**config.mk**
```make
export PLATFORM = sky130hd
export DESIGN_NAME = sorted_priority_queue_flat
export DESIGN_NICKNAME = d
export VERILOG_FILES = /design/src/sv/spq_pkg.sv /design/src/sv/spq_op_if.sv /design/src/sv/spq_res_if.sv /design/src/sv/spq_cell.sv /design/src/sv/sorted_priority_queue.sv /design/src/flat_wrapper.sv
export SDC_FILE = /design/constraint.sdc
export NUM_CORES = 1
export LEC_CHECK = 0
export BUFFER_PORTS_ARGS = -buffer_cell sky130_fd_sc_hd__buf_2
export CAP_MARGIN = 20
export CORE_MARGIN = 5
export CORE_UTILIZATION = 39
export CTS_BUF_LIST = sky130_fd_sc_hd__clkbuf_8
export CTS_CLUSTER_DIAMETER = 150
export CTS_CLUSTER_SIZE = 20
export DETAILED_ROUTE_END_ITERATION = 10
export GPL_TIMING_DRIVEN = 0
export PLACE_DENSITY = 0.52
export SLEW_MARGIN = 20
export SYNTH_ARGS = -nofsm -noshare
export SYNTH_HDL_FRONTEND = slang
export SYNTH_SLANG_ARGS = --single-unit
```
**constraint.sdc**
```tcl
create_clock -name clk -period 3.2 [get_ports clk]
set_clock_uncertainty 0.2 [all_clocks]
set_input_delay 0.16 -clock clk [delete_from_list [all_inputs] [get_ports clk]]
set_output_delay 0.16 -clock clk [all_outputs]
set_load 0.02 [all_outputs]
```
**src/sv/spq_pkg.sv**
```systemverilog
// ----------------------------------------------------------------------------
// spq_pkg
// Shared constants and types for the sorted priority queue.
// ----------------------------------------------------------------------------
package spq_pkg;

  localparam int unsigned DEPTH_DEF    = 16;
  localparam int unsigned KEY_BITS_DEF = 8;

  // fixed payload widths of the channels
  localparam int unsigned KEY_W   = 8;
  localparam int unsigned KIND_W  = 2;
  localparam int unsigned COUNT_W = 5;

  typedef enum logic {
    FUNC_INSERT = 1'b0,
    FUNC_POP    = 1'b1
  } func_t;

  typedef logic [KIND_W-1:0] kind_t;

  // control broadcast to every cell
  typedef struct packed {
    logic  shift_en;
    func_t func;
  } cell_ctrl_t;

endpackage

```
**src/sv/spq_op_if.sv**
```systemverilog
// ----------------------------------------------------------------------------
// spq_op_if
// Operation channel: insert or pop request with valid/ready handshake.
// ----------------------------------------------------------------------------
interface spq_op_if;
  import spq_pkg::*;

  logic                 valid;
  logic                 ready;
  func_t                func;
  logic [KEY_W-1:0]     entry_key;
  logic [KIND_W-1:0]    entry_kind;

  modport source (output valid, output func, output entry_key, output entry_kind,
                  input ready);
  modport sink   (input valid, input func, input entry_key, input entry_kind,
                  output ready);
endinterface

```
**src/sv/spq_res_if.sv**
```systemverilog
// ----------------------------------------------------------------------------
// spq_res_if
// Result channel: popped entry, status flags and entry count.
// ----------------------------------------------------------------------------
interface spq_res_if;
  import spq_pkg::*;

  logic                 valid;
  logic                 ready;
  logic [KEY_W-1:0]     out_key;
  logic [KIND_W-1:0]    out_kind;
  logic                 out_valid;
  logic                 was_empty;
  logic                 overflow;
  logic [COUNT_W-1:0]   entry_count;

  modport source (output valid, output out_key, output out_kind, output out_valid,
                  output was_empty, output overflow, output entry_count,
                  input ready);
  modport sink   (input valid, input out_key, input out_kind, input out_valid,
                  input was_empty, input overflow, input entry_count,
                  output ready);
endinterface

```
**src/sv/spq_cell.sv**
```systemverilog
// ----------------------------------------------------------------------------
// spq_cell
// One slot of the sorted chain: holds an entry, compares it with the
// incoming key and either keeps it, loads the new entry or shifts.
// ----------------------------------------------------------------------------
module spq_cell #(
  parameter int unsigned KEY_BITS = spq_pkg::KEY_BITS_DEF
) (
  input  logic                  clk,
  input  spq_pkg::cell_ctrl_t   ctrl,
  input  logic [KEY_BITS-1:0]   new_key,
  input  spq_pkg::kind_t        new_kind,
  input  logic                  occupied,
  input  logic                  prev_gt,
  input  logic [KEY_BITS-1:0]   prev_key,
  input  spq_pkg::kind_t        prev_kind,
  input  logic [KEY_BITS-1:0]   next_key,
  input  spq_pkg::kind_t        next_kind,
  output logic                  gt,
  output logic [KEY_BITS-1:0]   key,
  output spq_pkg::kind_t        kind
);
  import spq_pkg::*;

  logic [KEY_BITS-1:0] key_next;
  kind_t               kind_next;

  assign gt = occupied && (key > new_key);

  always_comb begin
    key_next  = key;
    kind_next = kind;
    case (ctrl.func)
      FUNC_POP: begin
        key_next  = next_key;
        kind_next = next_kind;
      end
      FUNC_INSERT: begin
        if (!gt) begin
          // insertion point is the first slot whose left neighbor is larger
          if (prev_gt) begin
            key_next  = new_key;
            kind_next = new_kind;
          end else begin
            key_next  = prev_key;
            kind_next = prev_kind;
          end
        end
      end
      default: begin
        key_next  = key;
        kind_next = kind;
      end
    endcase
  end

  always_ff @(posedge clk) begin
    if (ctrl.shift_en) begin
      key  <= key_next;
      kind <= kind_next;
    end
  end

endmodule

```
**src/sv/sorted_priority_queue.sv**
```systemverilog
// ----------------------------------------------------------------------------
// sorted_priority_queue
// Bounded priority queue kept in descending key order in a chain of cells.
// ----------------------------------------------------------------------------
// Usage:
//   op  : sink channel; func selects insert (entry_key, entry_kind) or pop.
//   res : source channel; one beat per op beat with the popped entry,
//         out_valid / was_empty / overflow flags and the count afterwards.
//   Every cell compares its key with the incoming key in parallel, so an
//   insert or pop is done at once in all cells; the result beat appears in the
//   output register the cycle after the op beat is taken.
//   One op per cycle unless res stalls; the output register is the only
//   stage, so op.ready follows res.ready while a result is held.
//   Equal keys are served newest first. An insert into a full queue and a
//   pop from an empty queue leave the contents untouched.
//   Reset clears the entry count and the result valid flag; slot contents
//   are not cleared since only occupied slots are ever read.
//   When the receiver stalls, the result is held and no new op is taken.
// ----------------------------------------------------------------------------
module sorted_priority_queue #(
  parameter int unsigned DEPTH    = spq_pkg::DEPTH_DEF,
  parameter int unsigned KEY_BITS = spq_pkg::KEY_BITS_DEF
) (
  input  logic   clk,
  input  logic   rst,
  spq_op_if.sink   op,
  spq_res_if.source res
);
  import spq_pkg::*;

  localparam int unsigned CNT_W = $clog2(DEPTH + 1);

  logic [CNT_W-1:0]    count;
  logic [CNT_W-1:0]    count_next;
  logic                accept;
  logic                full;
  logic                empty;
  logic [KEY_BITS-1:0] in_key;
  cell_ctrl_t          ctrl;

  logic [KEY_BITS-1:0] cell_key  [DEPTH];
  kind_t               cell_kind [DEPTH];
  logic                cell_gt   [DEPTH];

  logic [KEY_W-1:0]    head_key;
  logic [KEY_W-1:0]    res_key_next;
  kind_t               res_kind_next;
  logic                res_out_valid_next;
  logic                res_empty_next;
  logic                res_ovf_next;

  assign op.ready = !res.valid || res.ready;
  assign accept   = op.valid && op.ready;
  assign full     = (count == CNT_W'(DEPTH));
  assign empty    = (count == '0);

  // key masked or zero-extended to the stored width
  assign in_key   = KEY_BITS'(op.entry_key);
  assign head_key = KEY_W'(cell_key[0]);

  always_comb begin
    ctrl.func     = op.func;
    ctrl.shift_en = 1'b0;
    count_next    = count;
    res_key_next       = '0;
    res_kind_next      = '0;
    res_out_valid_next = 1'b0;
    res_empty_next     = 1'b0;
    res_ovf_next       = 1'b0;
    case (op.func)
      FUNC_INSERT: begin
        if (full) begin
          res_ovf_next = 1'b1;
        end else begin
          ctrl.shift_en = accept;
          count_next    = count + CNT_W'(1);
        end
      end
      FUNC_POP: begin
        if (empty) begin
          res_empty_next = 1'b1;
        end else begin
          ctrl.shift_en      = accept;
          count_next         = count - CNT_W'(1);
          res_key_next       = head_key;
          res_kind_next      = cell_kind[0];
          res_out_valid_next = 1'b1;
        end
      end
      default: begin
        ctrl.shift_en = 1'b0;
      end
    endcase
  end

  generate
    for (genvar i = 0; i < DEPTH; i++) begin : g_cell
      logic                occ;
      logic                left_gt;
      logic [KEY_BITS-1:0] left_key;
      kind_t               left_kind;
      logic [KEY_BITS-1:0] right_key;
      kind_t               right_kind;

      assign occ = (CNT_W'(i) < count);

      if (i == 0) begin : g_head
        // the head acts as if a larger entry sat to its left
        assign left_gt   = 1'b1;
        assign left_key  = in_key;
        assign left_kind = op.entry_kind;
      end else begin : g_body
        assign left_gt   = cell_gt[i-1];
        assign left_key  = cell_key[i-1];
        assign left_kind = cell_kind[i-1];
      end

      if (i == DEPTH - 1) begin : g_tail
        assign right_key  = cell_key[i];
        assign right_kind = cell_kind[i];
      end else begin : g_inner
        assign right_key  = cell_key[i+1];
        assign right_kind = cell_kind[i+1];
      end

      spq_cell #(
        .KEY_BITS (KEY_BITS)
      ) u_cell (
        .clk       (clk),
        .ctrl      (ctrl),
        .new_key   (in_key),
        .new_kind  (op.entry_kind),
        .occupied  (occ),
        .prev_gt   (left_gt),
        .prev_key  (left_key),
        .prev_kind (left_kind),
        .next_key  (right_key),
        .next_kind (right_kind),
        .gt        (cell_gt[i]),
        .key       (cell_key[i]),
        .kind      (cell_kind[i])
      );
    end
  endgenerate

  always_ff @(posedge clk) begin
    if (rst) begin
      count     <= '0;
      res.valid <= 1'b0;
    end else begin
      if (accept) begin
        count     <= count_next;
        res.valid <= 1'b1;
      end else if (res.ready) begin
        res.valid <= 1'b0;
      end
    end
  end

  // result beat payload
  always_ff @(posedge clk) begin
    if (accept) begin
      res.out_key     <= res_key_next;
      res.out_kind    <= res_kind_next;
      res.out_valid   <= res_out_valid_next;
      res.was_empty   <= res_empty_next;
      res.overflow    <= res_ovf_next;
      res.entry_count <= COUNT_W'(count_next);
    end
  end

endmodule

```
**src/flat_wrapper.sv**
```systemverilog
// flat-port wrapper written by rule: the top's interface ports become plain ports
module sorted_priority_queue_flat import spq_pkg::*;
#(
  parameter int unsigned DEPTH    = spq_pkg::DEPTH_DEF,
  parameter int unsigned KEY_BITS = spq_pkg::KEY_BITS_DEF
)
  (clk, rst, op_valid, op_func, op_entry_key, op_entry_kind, op_ready, res_valid, res_out_key, res_out_kind, res_out_valid, res_was_empty, res_overflow, res_entry_count, res_ready);
  spq_op_if op_i ();
  spq_res_if res_i ();
  input  logic clk;
  input  logic rst;
  input wire logic [$bits(op_i.valid)-1:0] op_valid;
  input wire logic [$bits(op_i.func)-1:0] op_func;
  input wire logic [$bits(op_i.entry_key)-1:0] op_entry_key;
  input wire logic [$bits(op_i.entry_kind)-1:0] op_entry_kind;
  output wire logic [$bits(op_i.ready)-1:0] op_ready;
  output wire logic [$bits(res_i.valid)-1:0] res_valid;
  output wire logic [$bits(res_i.out_key)-1:0] res_out_key;
  output wire logic [$bits(res_i.out_kind)-1:0] res_out_kind;
  output wire logic [$bits(res_i.out_valid)-1:0] res_out_valid;
  output wire logic [$bits(res_i.was_empty)-1:0] res_was_empty;
  output wire logic [$bits(res_i.overflow)-1:0] res_overflow;
  output wire logic [$bits(res_i.entry_count)-1:0] res_entry_count;
  input wire logic [$bits(res_i.ready)-1:0] res_ready;
  assign op_i.valid = op_valid;
  assign op_i.func = op_func;
  assign op_i.entry_key = op_entry_key;
  assign op_i.entry_kind = op_entry_kind;
  assign op_ready = op_i.ready;
  assign res_valid = res_i.valid;
  assign res_out_key = res_i.out_key;
  assign res_out_kind = res_i.out_kind;
  assign res_out_valid = res_i.out_valid;
  assign res_was_empty = res_i.was_empty;
  assign res_overflow = res_i.overflow;
  assign res_entry_count = res_i.entry_count;
  assign res_i.ready = res_ready;
  sorted_priority_queue #(.DEPTH(DEPTH), .KEY_BITS(KEY_BITS)) u_core (.clk(clk), .rst(rst), .op(op_i), .res(res_i));
endmodule
```
==> reports/metrics.cfg <==
[logic_synthesis]
ys.flop_type = edfxtp_1
synth_nets = 1291
seq_area_frac_synth_pct = 44.44
synth_edf_count = 178
ys_types = 60
ys_ff_latch = 184
yosys_warnings = 0
syn_area_per_cell_um2 = 10.75
async_flop_share_pct = 0
synthCells = 1144
syn_area_um2 = 12300

[setup_path]
start_kind = primary input
setup.worst_path.class = in -> reg
cp-end-kind = flop
worstReg2RegEnd = u_core.g_cell[7].u_cell.key[1]$_DFFE_PP_
r2r_slack_ns = 0.12
rr_worst_depth = 9
required_ns = 3.12
reg2reg_from = u_core.count[0]$_SDFFE_PP0P_
path_max_fanout = 17
crit_arrival_ns = 3.06

[sta]
worst_slew_pin_slew_ns = 1.192
holdWs_ns = 0.1338
setup_violations = 0
rsz0062_at_grt = no
final_hold_viol_count = 0
slew_headroom_pct = 20.45
finalMaxSlewViolations = 0
fin_crit_ns = 3.143
fmax_ghz = 0.3181
fin_crit_sh_pct = 98.23

[finish]
layout.nets = 1355
drive_gt1_share_pct = 11.47
syn_to_final_growth_pct = 10.13
finalNonFillerCells = 1623
final_common_cell = edfxtp_1
final_cell_mix = edfxtp_1 (178), ha_1 (132), nand2_1 (113)
antenna_cells = 0

[run]
maxCapViolations = 0

[place]
gp_congestion = 0.8651
dp_cells = 1579
dp_hpwl_mm = 29.93
io_buffers = 33

[clock_network]
cts_made_buffers = 17
cts_tree = done
cts-root-buf = clkbuf_8
clk_latency_ns = 0.49
clk_pin_slew_ns = 0.09
htree_levels = 4
cts.path.max_buffers = 2
cts.sinks = 184

[power]
p_leak_nw = 5.127
power_mw = 7.669
ir_drop_mv = 0.2824
powerDensity_nw_per_um2 = 566.1

[global_routing]
grt_max_degree = 22
grt-ovfl-total = 0
grt_usage_pct = 22.73
antenna_found_initial = 0
grt_pass1_vias = 9922
grt_pass1_wl_mm = 61.25

[route]
detail-route-antenna-nets = 0
vias_per_cell = 6.239
routed-via-count = 10126
dr.pass1.iters = 5
routed_wl_mm = 40.53
drcViolationCount = 0
drt-initial-drc-count = 875
wire_per_inst_um = 24.97

[min_path]
hold_path_end = u_core.count[2]$_SDFFE_PP0P_
min_path_type = in -> reg
min_path_cells = 5
min-delay-start = op_func

[floorplanning]
num_rows = 65
die_area_um2 = 35190
ios = 35
initial_core_util_pct = 39.28
coreArea_um2 = 31310
die_h_um = 187.6
dieWidth_um = 187.6

[status]
status = finished, final reports clean

[kinds of logic (layout without fill, tap and decap cells)]
logic type / count (synthesis) / count (layout) / share of synthesized area, %
AO/OA/AOI/OAI: 325 / 325 / 20.73
XOR/XNOR: 3 / 3 / 0.2137
adder cells (fa/ha/maj): 132 / 132 / 13.43
buffers and inverters: 126 / 203 / 4.435
flip-flops: 184 / 184 / 44.44
multiplexers: 31 / 31 / 2.686
AND/OR/NAND/NOR: 343 / 343 / 14.07
[report_power, final]
part | switching [mW] | leakage (nW) | total (mW) | internal, mW
Clock | 0.932 | 0.220 | 1.79 | 0.856
Sequential | 0.347 | 1.75 | 3.55 | 3.20
Combinational | 1.43 | 3.15 | 2.33 | 0.900
[synthesized netlist by cell type, types with 17 or more instances]
| library cell | count | area share (%) |
|---|---|---|
| a21oi_1 | 36 | 1.5 |
| a221o_1 | 66 | 5.4 |
| and2_1 | 20 | 1.0 |
| buf_2 | 28 | 1.1 |
| clkbuf_1 | 53 | 1.6 |
| edfxtp_1 | 178 | 43 |
| ha_1 | 132 | 13 |
| inv_1 | 35 | 1.1 |
| nand2_1 | 113 | 3.4 |
| nand3_1 | 44 | 1.8 |
| nand4_1 | 25 | 1.3 |
| nor2_1 | 24 | 0.73 |
| nor3_1 | 72 | 2.9 |
| o211ai_1 | 34 | 2.1 |
| o21ai_0 | 38 | 1.5 |
| o21bai_1 | 17 | 1.0 |
| o221ai_1 | 41 | 2.9 |
| o31ai_1 | 17 | 1.0 |
[state kept, by name, summed over array words and instances, names as in the netlist]
register,count
u_core.res.out_key,8
u_core.res.valid,1
u_core.count,5
u_core.g_cell.u_cell.key,128
u_core.res.out_kind,2
u_core.res.out_valid,1
u_core.g_cell.u_cell.kind,32
u_core.res.entry_count,5
u_core.res.was_empty,1
u_core.res.overflow,1
[worst max path at each step]
stage,depth (start not counted),slack (ns),to,start
global route,9,0.003,u_core.g_cell[7].u_cell.key[2]$_DFFE_PP_,u_core.count[0]$_SDFFE_PP0P_
finish,8,0.06,u_core.g_cell[4].u_cell.key[6]$_DFFE_PP_,op_entry_key[3]
global placement,9,-1.09,u_core.g_cell[2].u_cell.key[0]$_DFFE_PP_,op_entry_key[1]
CTS,8,0.01,u_core.g_cell[2].u_cell.key[0]$_DFFE_PP_,op_entry_key[3]
floorplan,6,0.18,u_core.g_cell[2].u_cell.key[0]$_DFFE_PP_,u_core.res.valid$_SDFFE_PP0P_
detailed placement,9,-0.64,u_core.g_cell[2].u_cell.key[0]$_DFFE_PP_,op_entry_key[7]
[critical path: stages]
cell and delay [ns]:
buf_2 0.12, inv_1 0.85, ha_1 0.40, and2_1 0.16
o21ai_0 0.09, and4bb_2 0.33, clkbuf_1 0.41, o31a_1 0.53
[layout make-up]
type,count,area (µm²)
tap,402,503.0
multi-input combinational,834,6304
sequential,184,5465
clock inverter,15,197.7
fill,2990,17770
buffer,91,414.1
timing repair buffer,45,285.3
inverter,35,142.6
clock buffer,17,234.0
[through the flow]
stage,setup TNS (ns),worst slack [ns],instance area (µm²),util (%)
final,0,0.05671,13550,43.26
after CTS,0,0.01179,13530,43.20
after global routing,0,0.002866,13550,43.26
after detailed placement,-61.47,-0.6351,12970,41.41
after floorplan,0,0.1774,12300,-
after global placement,-86.42,-1.089,12970,41.41
[metal layers]
| metal | global-route usage [%] | up-vias | part of all wire [%] |
|---|---|---|---|
| met5 | 0 | - | 0 |
| met4 | 5.901 | 0 | 1.9 |
| met3 | 3.369 | 46 | 5.3 |
| met2 | 35.95 | 326 | 45 |
| met1 | 32.82 | 5055 | 48 |
| li1 | - | 4699 | - |
[what timing repair did]
action | CTS | global route
setup buffers | 0 | 0
setup endpoints to repair | 10 | 110
hold buffers | 12 | 0
resized for setup | 2 | 11
hold endpoints to repair | 17 | 0
(Power assumes the default switching activity.)
